**src/hdl/sal_pkg.sv**
```systemverilog
// ----------------------------------------------------------------------------
// sal_pkg
// Shared types and constants for the spline arc length block.
// ----------------------------------------------------------------------------
`timescale 1ns / 1ps
`default_nettype none

package sal_pkg;

  localparam int SUBINTERVALS_DEF = 150;
  localparam int FRAC_BITS_DEF    = 16;
  localparam int FIELD_W          = 32;
  localparam int LEN_W            = 48;

  // Operand selection of the shared multiplier
  typedef enum logic [2:0] {
    MUL_UU   = 3'd0,
    MUL_C2U  = 3'd1,
    MUL_C3U2 = 3'd2,
    MUL_DD   = 3'd3,
    MUL_WL   = 3'd4,
    MUL_WH   = 3'd5
  } mul_op_e;

  typedef struct packed {
    logic    load;
    logic    sdiv_start;
    logic    pt_init;
    mul_op_e mul_op;
    logic    cap_u2;
    logic    cap_t2;
    logic    cap_t3e;
    logic    cap_d;
    logic    acc_sq;
    logic    root_start;
    logic    pt_next;
    logic    cap_plo;
    logic    cap_phi;
    logic    bdiv_start;
    logic    commit;
  } sal_cmd_t;

  typedef struct packed {
    logic sdiv_busy;
    logic root_busy;
    logic bdiv_busy;
    logic axis_last;
    logic pt_last;
  } sal_status_t;

endpackage

`default_nettype wire

```
**src/hdl/sal_ctrl.sv**
```systemverilog
// ----------------------------------------------------------------------------
// sal_ctrl
// Sequencer for one segment: per-sample derivative and root, then scaling
// and the total update; owns both handshakes.
// ----------------------------------------------------------------------------
`timescale 1ns / 1ps
`default_nettype none

module sal_ctrl import sal_pkg::*; (
  input  wire logic        clk_i,
  input  wire logic        rst_ni,
  input  wire logic        in_valid_i,
  output logic             in_ready_o,
  output logic             out_valid_o,
  input  wire logic        out_ready_i,
  output sal_cmd_t         cmd_o,
  input  wire sal_status_t status_i
);

  localparam logic [4:0] ST_IDLE = 5'd0;
  localparam logic [4:0] ST_SDS  = 5'd1;
  localparam logic [4:0] ST_SDIV = 5'd2;
  localparam logic [4:0] ST_UU   = 5'd3;
  localparam logic [4:0] ST_U2   = 5'd4;
  localparam logic [4:0] ST_C2   = 5'd5;
  localparam logic [4:0] ST_T2   = 5'd6;
  localparam logic [4:0] ST_T3   = 5'd7;
  localparam logic [4:0] ST_D    = 5'd8;
  localparam logic [4:0] ST_DD   = 5'd9;
  localparam logic [4:0] ST_SQ   = 5'd10;
  localparam logic [4:0] ST_RS   = 5'd11;
  localparam logic [4:0] ST_RT   = 5'd12;
  localparam logic [4:0] ST_WL   = 5'd13;
  localparam logic [4:0] ST_WH   = 5'd14;
  localparam logic [4:0] ST_PH   = 5'd15;
  localparam logic [4:0] ST_BS   = 5'd16;
  localparam logic [4:0] ST_BD   = 5'd17;
  localparam logic [4:0] ST_TOT  = 5'd18;

  logic [4:0] state_q, state_d;
  logic       out_valid_q, out_valid_d;
  logic       out_free;

  assign out_free    = !out_valid_q || out_ready_i;
  assign in_ready_o  = state_q == ST_IDLE;
  assign out_valid_o = out_valid_q;

  always_comb begin
    state_d      = state_q;
    cmd_o        = '0;
    cmd_o.mul_op = MUL_UU;
    unique case (state_q)
      ST_IDLE: if (in_valid_i) begin
        cmd_o.load = 1'b1;
        state_d    = ST_SDS;
      end
      ST_SDS: begin
        cmd_o.sdiv_start = 1'b1;
        state_d          = ST_SDIV;
      end
      ST_SDIV: if (!status_i.sdiv_busy) begin
        cmd_o.pt_init = 1'b1;
        state_d       = ST_UU;
      end
      ST_UU: state_d = ST_U2;
      ST_U2: begin
        cmd_o.cap_u2 = 1'b1;
        state_d      = ST_C2;
      end
      ST_C2: begin
        cmd_o.mul_op = MUL_C2U;
        state_d      = ST_T2;
      end
      ST_T2: begin
        cmd_o.cap_t2 = 1'b1;
        cmd_o.mul_op = MUL_C3U2;
        state_d      = ST_T3;
      end
      ST_T3: begin
        cmd_o.cap_t3e = 1'b1;
        state_d       = ST_D;
      end
      ST_D: begin
        cmd_o.cap_d = 1'b1;
        state_d     = ST_DD;
      end
      ST_DD: begin
        cmd_o.mul_op = MUL_DD;
        state_d      = ST_SQ;
      end
      ST_SQ: begin
        cmd_o.acc_sq = 1'b1;
        state_d      = status_i.axis_last ? ST_RS : ST_C2;
      end
      ST_RS: begin
        cmd_o.root_start = 1'b1;
        state_d          = ST_RT;
      end
      ST_RT: if (!status_i.root_busy) begin
        cmd_o.pt_next = 1'b1;
        state_d       = status_i.pt_last ? ST_WL : ST_UU;
      end
      ST_WL: begin
        cmd_o.mul_op = MUL_WL;
        state_d      = ST_WH;
      end
      ST_WH: begin
        cmd_o.cap_plo = 1'b1;
        cmd_o.mul_op  = MUL_WH;
        state_d       = ST_PH;
      end
      ST_PH: begin
        cmd_o.cap_phi = 1'b1;
        state_d       = ST_BS;
      end
      ST_BS: begin
        cmd_o.bdiv_start = 1'b1;
        state_d          = ST_BD;
      end
      ST_BD: if (!status_i.bdiv_busy) state_d = ST_TOT;
      ST_TOT: if (out_free) begin
        cmd_o.commit = 1'b1;
        state_d      = ST_IDLE;
      end
      default: state_d = ST_IDLE;
    endcase
  end

  always_comb begin
    out_valid_d = out_valid_q;
    if (out_valid_q && out_ready_i) out_valid_d = 1'b0;
    if (cmd_o.commit)               out_valid_d = 1'b1;
  end

  always_ff @(posedge clk_i or negedge rst_ni) begin
    if (!rst_ni) begin
      state_q     <= ST_IDLE;
      out_valid_q <= 1'b0;
    end else begin
      state_q     <= state_d;
      out_valid_q <= out_valid_d;
    end
  end

endmodule

`default_nettype wire

```
**config.mk**
```make
export PLATFORM = sky130hd
export DESIGN_NAME = sal_ctrl
export DESIGN_NICKNAME = d
export VERILOG_FILES = /design/src/hdl/sal_pkg.sv /design/src/hdl/sal_ctrl.sv
export SDC_FILE = /design/constraint.sdc
export NUM_CORES = 1
export LEC_CHECK = 0
export BUFFER_PORTS_ARGS = -buffer_cell sky130_fd_sc_hd__buf_4
export CORE_MARGIN = 4
export CORE_UTILIZATION = 50
export DETAILED_ROUTE_END_ITERATION = 8
export GPL_ROUTABILITY_DRIVEN = 0
export GPL_TIMING_DRIVEN = 0
export MAX_ROUTING_LAYER = met4
export PLACE_DENSITY_LB_ADDON = 0.3
export SLEW_MARGIN = 20
export SYNTH_ARGS = -nofsm -noshare
export SYNTH_HDL_FRONTEND = slang
export SYNTH_SLANG_ARGS = --single-unit
```
**constraint.sdc**
```tcl
create_clock -name clk_i -period 3.1 [get_ports clk_i]
set_clock_uncertainty 0.2 [all_clocks]
set_input_delay 0.465 -clock clk_i [delete_from_list [all_inputs] [get_ports clk_i]]
set_output_delay 0.465 -clock clk_i [all_outputs]
set_load 0.1 [all_outputs]
```
Word level (Yosys, flattened, before mapping). Cells that the tools add are included.

Equal/unequal tests: 23. Multiplexer cells: 29. Reductions and logical operators: 6.

Operator list (number): one-hot mux 5 bit (19 select lines) (1); == test 5 x 4 -> 1 bit, second input constant (8); two-way mux 5 bit (5); == test 5 x 3 -> 1 bit, second input constant (4); two-way mux 1 bit (20); == test 5 bit, second input constant (3); one-hot mux 3 bit (5 select lines) (1); == test 5 x 2 -> 1 bit, second input constant (2); inequality test 2 bit, second input constant (5); two-way mux 4 bit (2); == test 5 x 1 -> 1 bit, second input constant (1); logical NOT 5 bit (1); AND reduction 5 bit (1); nonzero test 2 bit (1); logical AND 1 bit (1); logical NOT 1 bit (1); logical OR 1 bit (1).

Word-level logic and storage cells: 60. Flip-flop bits (word level): 6.

Depth between registers and ports, before layout. Gate-level depths: netlist of the first run.

Word-level depth: 5. Depth in mapped cells: 6. Gate-level depth less buffers: 4.

Least setup slack after synthesis of the first run. Ideal clock, no wire load.

Path kind: register -> output. From: register state_q[3]. To: output port cmd_o[4] in the netlist's numbering. Stages on the path, launching flop included: 5. Path buffers: 1. Slack: -1.395 ns. Arrival time: 3.830 ns. Cells stage by stage: dfrtp_1 -> buf_2 -> nand2_1 -> or2_2 -> nor4_1.

RTL lines: start, declared (line sal_ctrl.sv:40) `logic [4:0] state_q, state_d;`; start signal, assigned (line sal_ctrl.sv:140) `state_q <= state_d;`; end, declared (line sal_ctrl.sv:16) `output sal_cmd_t cmd_o,`.

==> results of run 1 <==
[stage by stage]
| stage | utilization (%) | cells |
|---|---|---|
| 5_1_grt | 76.8 | 139 |
| 3_3_place_gp | 74.3 | 135 |
| 6_report | 76.8 | 139 |
| 4_1_cts | 76.8 | 139 |
| 2_1_floorplan | - | 93 |
| 3_5_place_dp | 74.3 | 135 |
[worst min-delay path by stage]
stage / from / to / slack, ps / depth (start not counted)
2_1_floorplan: rst_ni / out_valid_o / -30 / 0
3_3_place_gp: rst_ni / state_q[2] / 70 / 1
3_5_place_dp: rst_ni / state_q[2] / 70 / 1
4_1_cts: out_ready_i / out_valid_o / 220 / 2
5_1_grt: out_ready_i / out_valid_o / 250 / 2
6_report: out_ready_i / out_valid_o / 230 / 2
[logic make-up (layout without fill, tap and decap cells)]
group / after synthesis / count (layout) / synth area share (%)
and+or+nand+nor: 48 / 48 / 38.9
DFF: 6 / 6 / 21.6
AOI/OAI and AO/OA: 25 / 25 / 27.6
muxes: 1 / 1 / 1.44
buffers and inverters: 13 / 44 / 10.5
[cell usage after synthesis]
| master | count |
|---|---|
| a2111oi_0 | 1 |
| a211o_1 | 1 |
| a211oi_1 | 1 |
| a211oi_2 | 1 |
| a21bo_2 | 1 |
| a21boi_2 | 1 |
| a21o_1 | 1 |
| a21oi_1 | 6 |
| a21oi_4 | 1 |
| a22oi_1 | 1 |
| a41o_1 | 1 |
| and2_1 | 1 |
| and3_1 | 3 |
| and3b_1 | 1 |
| buf_2 | 4 |
| buf_4 | 1 |
| buf_6 | 2 |
| clkbuf_1 | 3 |
| dfrtp_1 | 6 |
| inv_1 | 3 |
| mux2i_1 | 1 |
| nand2_1 | 4 |
| nand2b_1 | 6 |
| nand3_1 | 5 |
| nand3b_1 | 1 |
| nand4_1 | 1 |
| nor2_1 | 8 |
| nor2b_1 | 5 |
| nor3_1 | 6 |
| nor4_1 | 3 |
| o21ai_0 | 4 |
| o311ai_0 | 1 |
| o31ai_1 | 2 |
| o41ai_1 | 2 |
| or2_2 | 1 |
| or3_1 | 1 |
| or3b_2 | 1 |
| or4b_4 | 1 |
[state kept, by name (all words and copies together), names as in the netlist]
register     count
out_valid_o      1
state_q          5
[power breakdown]
group / switching (W) / leakage (nW) / internal (W)
Clock: 0.0000299 / 0.0138 / 0.0000439
Combinational: 0.000712 / 0.369 / 0.000268
Sequential: 0.0000194 / 0.0769 / 0.000106
Total: 0.000761 / 0.459 / 0.000418
[routing by layer]
metal,vias up,track usage [%],share of wire [%]
met2,41,38.7,48
li1,405,-,-
met4,0,9.94,1.6
met3,4,5.98,8.6
met5,-,-,0
met1,393,28.2,42
[area by class of cell]
| type | count | area [µm²] | share of cell area, % |
|---|---|---|---|
| multi-input cells | 74 | 523 | 52.3 |
| repair buffers | 28 | 213 | 21.3 |
| flip-flops and latches | 6 | 150 | 15.0 |
| plain buffers | 10 | 61.3 | 6.13 |
| clock buffers | 3 | 22.5 | 2.25 |
| well taps | 15 | 18.8 | 1.88 |
| inverters | 3 | 11.3 | 1.13 |
==> impl_metrics.ini, run 1 <==
[drt]
drt_pre_antenna_iters = 4
ant_nets = 0
route.detailed.drc = 0
vias = 843
wire_per_inst_um = 15.2
dr.first_iter.drc_count = 23
vias_per_cell = 6.06
totalWireLength_um = 2120

[setup_path]
r2r_start = state_q[2]
crit_buf_inv = 4
cp_cell_sequence = buf_2 -> clkbuf_1 -> nor2b_1 -> nand3_1 -> a21oi_1 -> buf_4 -> buf_4
path_common_cell = buf_4
critPathArrivalTime_ps = 2190
cp-endpoint = cmd_o[0]
worst-path-max-fanout = 10
worst-path-stages = 7
cp-end-kind = primary output
worstRegToRegCells = 6
cp-startpoint = state_q[1]
path_class = reg -> out
slowest_delay_ps = 440
worst-endpoint-required_ps = 2430
cp-start-kind = flip-flop
r2r_end = state_q[1]
cpLargestDelayFamily = buffers and inverters
reg2reg_slack_ps = 1180
crit_slowest_cell = clkbuf_1

[sta]
tightest_slew_ps = 628
period_share_pct = 92.1
fin_hold_ws_ps = 227
slew_viol_final = 0
hold_viol = 0
finalWorstSetupSlack_ps = 244
rsz0062_at_grt = no
finalCriticalPeriod_ps = 2860
fmax_mhz = 350
max_slew_margin_pct = 58.2
setup-violations-final = 0
finalSetupTns_ps = 0

[floorplanning]
ios = 28
core_region_area_um2 = 1300
die_y_um = 45.3
die_w_um = 45.3
num_rows = 13
die_area_um2 = 2050
initial_core_util_pct = 53.4

[finish]
n_fill_cell = 97
antennaDiodeCount = 0
nNetsFinal = 135
fin_area_um2 = 1000
layout_common_cells = buf_4, nor2_1, nand2b_1, dfrtp_1
area_growth_pct = 44.0
final_common_cell = buf_4
drive_above_1_share_pct = 41.9

[place]
port_buffers = 27
place_ws_ps = 566
dpl_cell_area_um2 = 967
place_hpwl_um = 1530

[synth]
yosysTopAreaCell = dfrtp_1
syn_nets = 102
synth_area_leaders = dfrtp_1, nand2b_1, nor2b_1, a21oi_1, nor3_1
avgSynthCellArea_um2 = 7.47
synthCells = 93
synth_cell_types = 38
synth_top_cell_area_share_pct = 21.6
yosys_warnings = 0
ys_ff_latch = 6
syn_area_um2 = 694
synth-seq-area-share_pct = 21.6

[clock_network]
cts_resized = 0
cts_tree = yes
clk_path_buf_depth = 2
clkTransAtPathRegs_ps = 40
root_buffer = clkbuf_4
clock-sinks = 6
cts_max_level = 1
cts_setup_buffers = 0
hold_buffers = 1
clk_latency_ps = 250
cts_inserted_buffers = 3

[global_routing]
grt_usage_pct = 24.0
grt_max_degree = 11
grt_pass1_wl_um = 3510
grt_pass1_vias = 795
gr-total-overflow = 0
antenna_found_initial = 0

[status]
status = finished clean

[pwr]
total_power_w = 0.00118
power_density_nw_per_um2 = 1180
ir_drop_mv = 0.563
p_leak_nw = 0.459

[worst_hold_path]
min_path_type = in -> reg

[flow_run]
maxCapViolCount = 0
No activity file was read; power rests on OpenSTA's default activity.
==> run 2: changes to the inputs <==
--- a/config.mk
+++ b/config.mk
@@ -6,8 +6,10 @@
 export NUM_CORES = 1
 export LEC_CHECK = 0
 export BUFFER_PORTS_ARGS = -buffer_cell sky130_fd_sc_hd__buf_4
+export CELL_PAD_IN_SITES_DETAIL_PLACEMENT = 1
+export CELL_PAD_IN_SITES_GLOBAL_PLACEMENT = 1
 export CORE_MARGIN = 4
-export CORE_UTILIZATION = 50
+export CORE_UTILIZATION = 35
 export DETAILED_ROUTE_END_ITERATION = 8
 export GPL_ROUTABILITY_DRIVEN = 0
 export GPL_TIMING_DRIVEN = 0
==> run 2 against run 1 <==
Register-to-register slack improved by 40 ps. Combinational power about the same. Clock power fell by 11%. Wire length is 11% higher. Utilization fell by 21 points. Worst hold slack improved by 25 ps. Flip-flop and latch count unchanged. Critical path type unchanged.
==> impl_metrics.ini, run 2 (same netlist as run 1, synthesis figures left out) <==
[setup_path]
critPathArrivalTime_ps = 2190
worst-path-stages = 7
crit_buf_inv = 4
cp-end-kind = primary output
path_class = reg -> out
worst-endpoint-required_ps = 2430
path_common_cell = buf_4
worstRegToRegCells = 5
cpLargestDelayFamily = buffers and inverters
cp-start-kind = flip-flop
cp_cell_sequence = buf_2 -> clkbuf_1 -> nor2b_1 -> nand3_1 -> a21oi_1 -> buf_4 -> buf_4
worst-path-max-fanout = 10
slowest_delay_ps = 420
crit_slowest_cell = clkbuf_1

[finish]
final_common_cell = buf_4
largest_register = state_q
largest_reg_flops = 5
final_cells = 149
final_util_pct = 56.2
multi_input_area_um2 = 523
drive_above_1_share_pct = 41.9
n_fill_cell = 231
layout_common_cells = buf_4, nor2_1, nand2b_1, dfrtp_1
area_growth_pct = 45.8
register_area_um2 = 150
antennaDiodeCount = 0
nNetsFinal = 135

[global_routing]
grt_max_degree = 11
use_met1_pct = 26.1
gr-total-overflow = 0
gr-usage-met3_pct = 1.99
grt.met2_usage_pct = 32.9
busiest_layer = met2
grt_usage_pct = 20.4
antenna_found_initial = 0
grt_pass1_vias = 855
grt_pass1_wl_um = 4070

[sta]
finalCriticalPeriod_ps = 2860
fmax_mhz = 350
hold_viol = 0
rsz0062_at_grt = no
slew_viol_final = 0
max_slew_margin_pct = 56.3
tightest_slew_ps = 656
fin_hold_ws_ps = 252
period_share_pct = 92.2
setup-violations-final = 0

[clock_network]
cts_max_level = 1
cts_setup_buffers = 0
cts_tree = yes
root_buffer = clkbuf_4
clock-sinks = 6
cts_resized = 0
clkTransAtPathRegs_ps = 40
clk_path_buf_depth = 2
cts_inserted_buffers = 3
clk_latency_ps = 230

[status]
status = finished clean

[floorplanning]
die_area_um2 = 2760
num_rows = 15
die_w_um = 52.5
initial_core_util_pct = 38.5
ios = 28
die_y_um = 52.5
core_region_area_um2 = 1800

[drt]
drt_pre_antenna_iters = 4
vias_per_cell = 5.46
wire_per_inst_um = 15.7
totalWireLength_um = 2340
route.detailed.drc = 0
ant_nets = 0
dr.first_iter.drc_count = 12
vias = 813

[place]
port_buffers = 27
placed_cells = 145
place_hpwl_um = 1870

[pwr]
ir_drop_mv = 0.551
power_density_nw_per_um2 = 1160
p_leak_nw = 0.459
total_power_w = 0.00117

[flow_run]
maxCapViolCount = 0

[worst_hold_path]
holdPathStages = 2
min_path_type = in -> reg
-- run 2: cell counts in the layout (fill, tap and decap cells not counted) --
Identical to the previous run, type by type.
-- run 2: metrics by stage --
stage               setup WS [ps]  instance area (µm²)  TNS (ps)
CTS                           252                 1010         0
detailed placement            509                  980         0
finish                        243                 1010         0
global route                 97.9                 1010         0
floorplan                    -219                  746      -382
global placement              538                  980         0
-- run 2: worst paths after layout --
path | startpoint | endpoint | slack (ps)
worst min-delay path | out_ready_i | out_valid_o | 250
worst max register to register | state_q[1] | state_q[2] | 1220
max in group asynchronous | rst_ni | state_q[2] | 2230
worst max-delay path | state_q[1] | cmd_o[0] | 240
min in group asynchronous | rst_ni | out_valid_o | 370
worst min register to register | out_valid_o | out_valid_o | 400
-- run 2: final cells by class --
type	count	share of cell area (%)
plain buffers	10	6.06
clock buffers	3	2.22
inverters	3	1.11
multi-input cells	74	51.7
flip-flops and latches	6	14.8
well taps	25	3.09
repair buffers	28	21.0
-- run 2: repair_timing --
action                     in CTS  in global routing
setup endpoints to repair       0                  0
hold endpoints to repair        6                  0
hold buffers                    1                  0
-- run 2: where the power goes --
group | leakage [nW] | switching [W] | internal [W]
clock network | 0.0138 | 0.0000221 | 0.0000434
registers | 0.0769 | 0.0000198 | 0.000106
logic | 0.369 | 0.000712 | 0.000268
-- run 2: per-layer routing --
metal	up-vias	part of all wire [%]	routed length [µm]
met5	-	0	0
met4	0	2.0	46
met3	4	2.8	65
met2	21	50	1180
met1	388	45	1050
li1	400	-	-
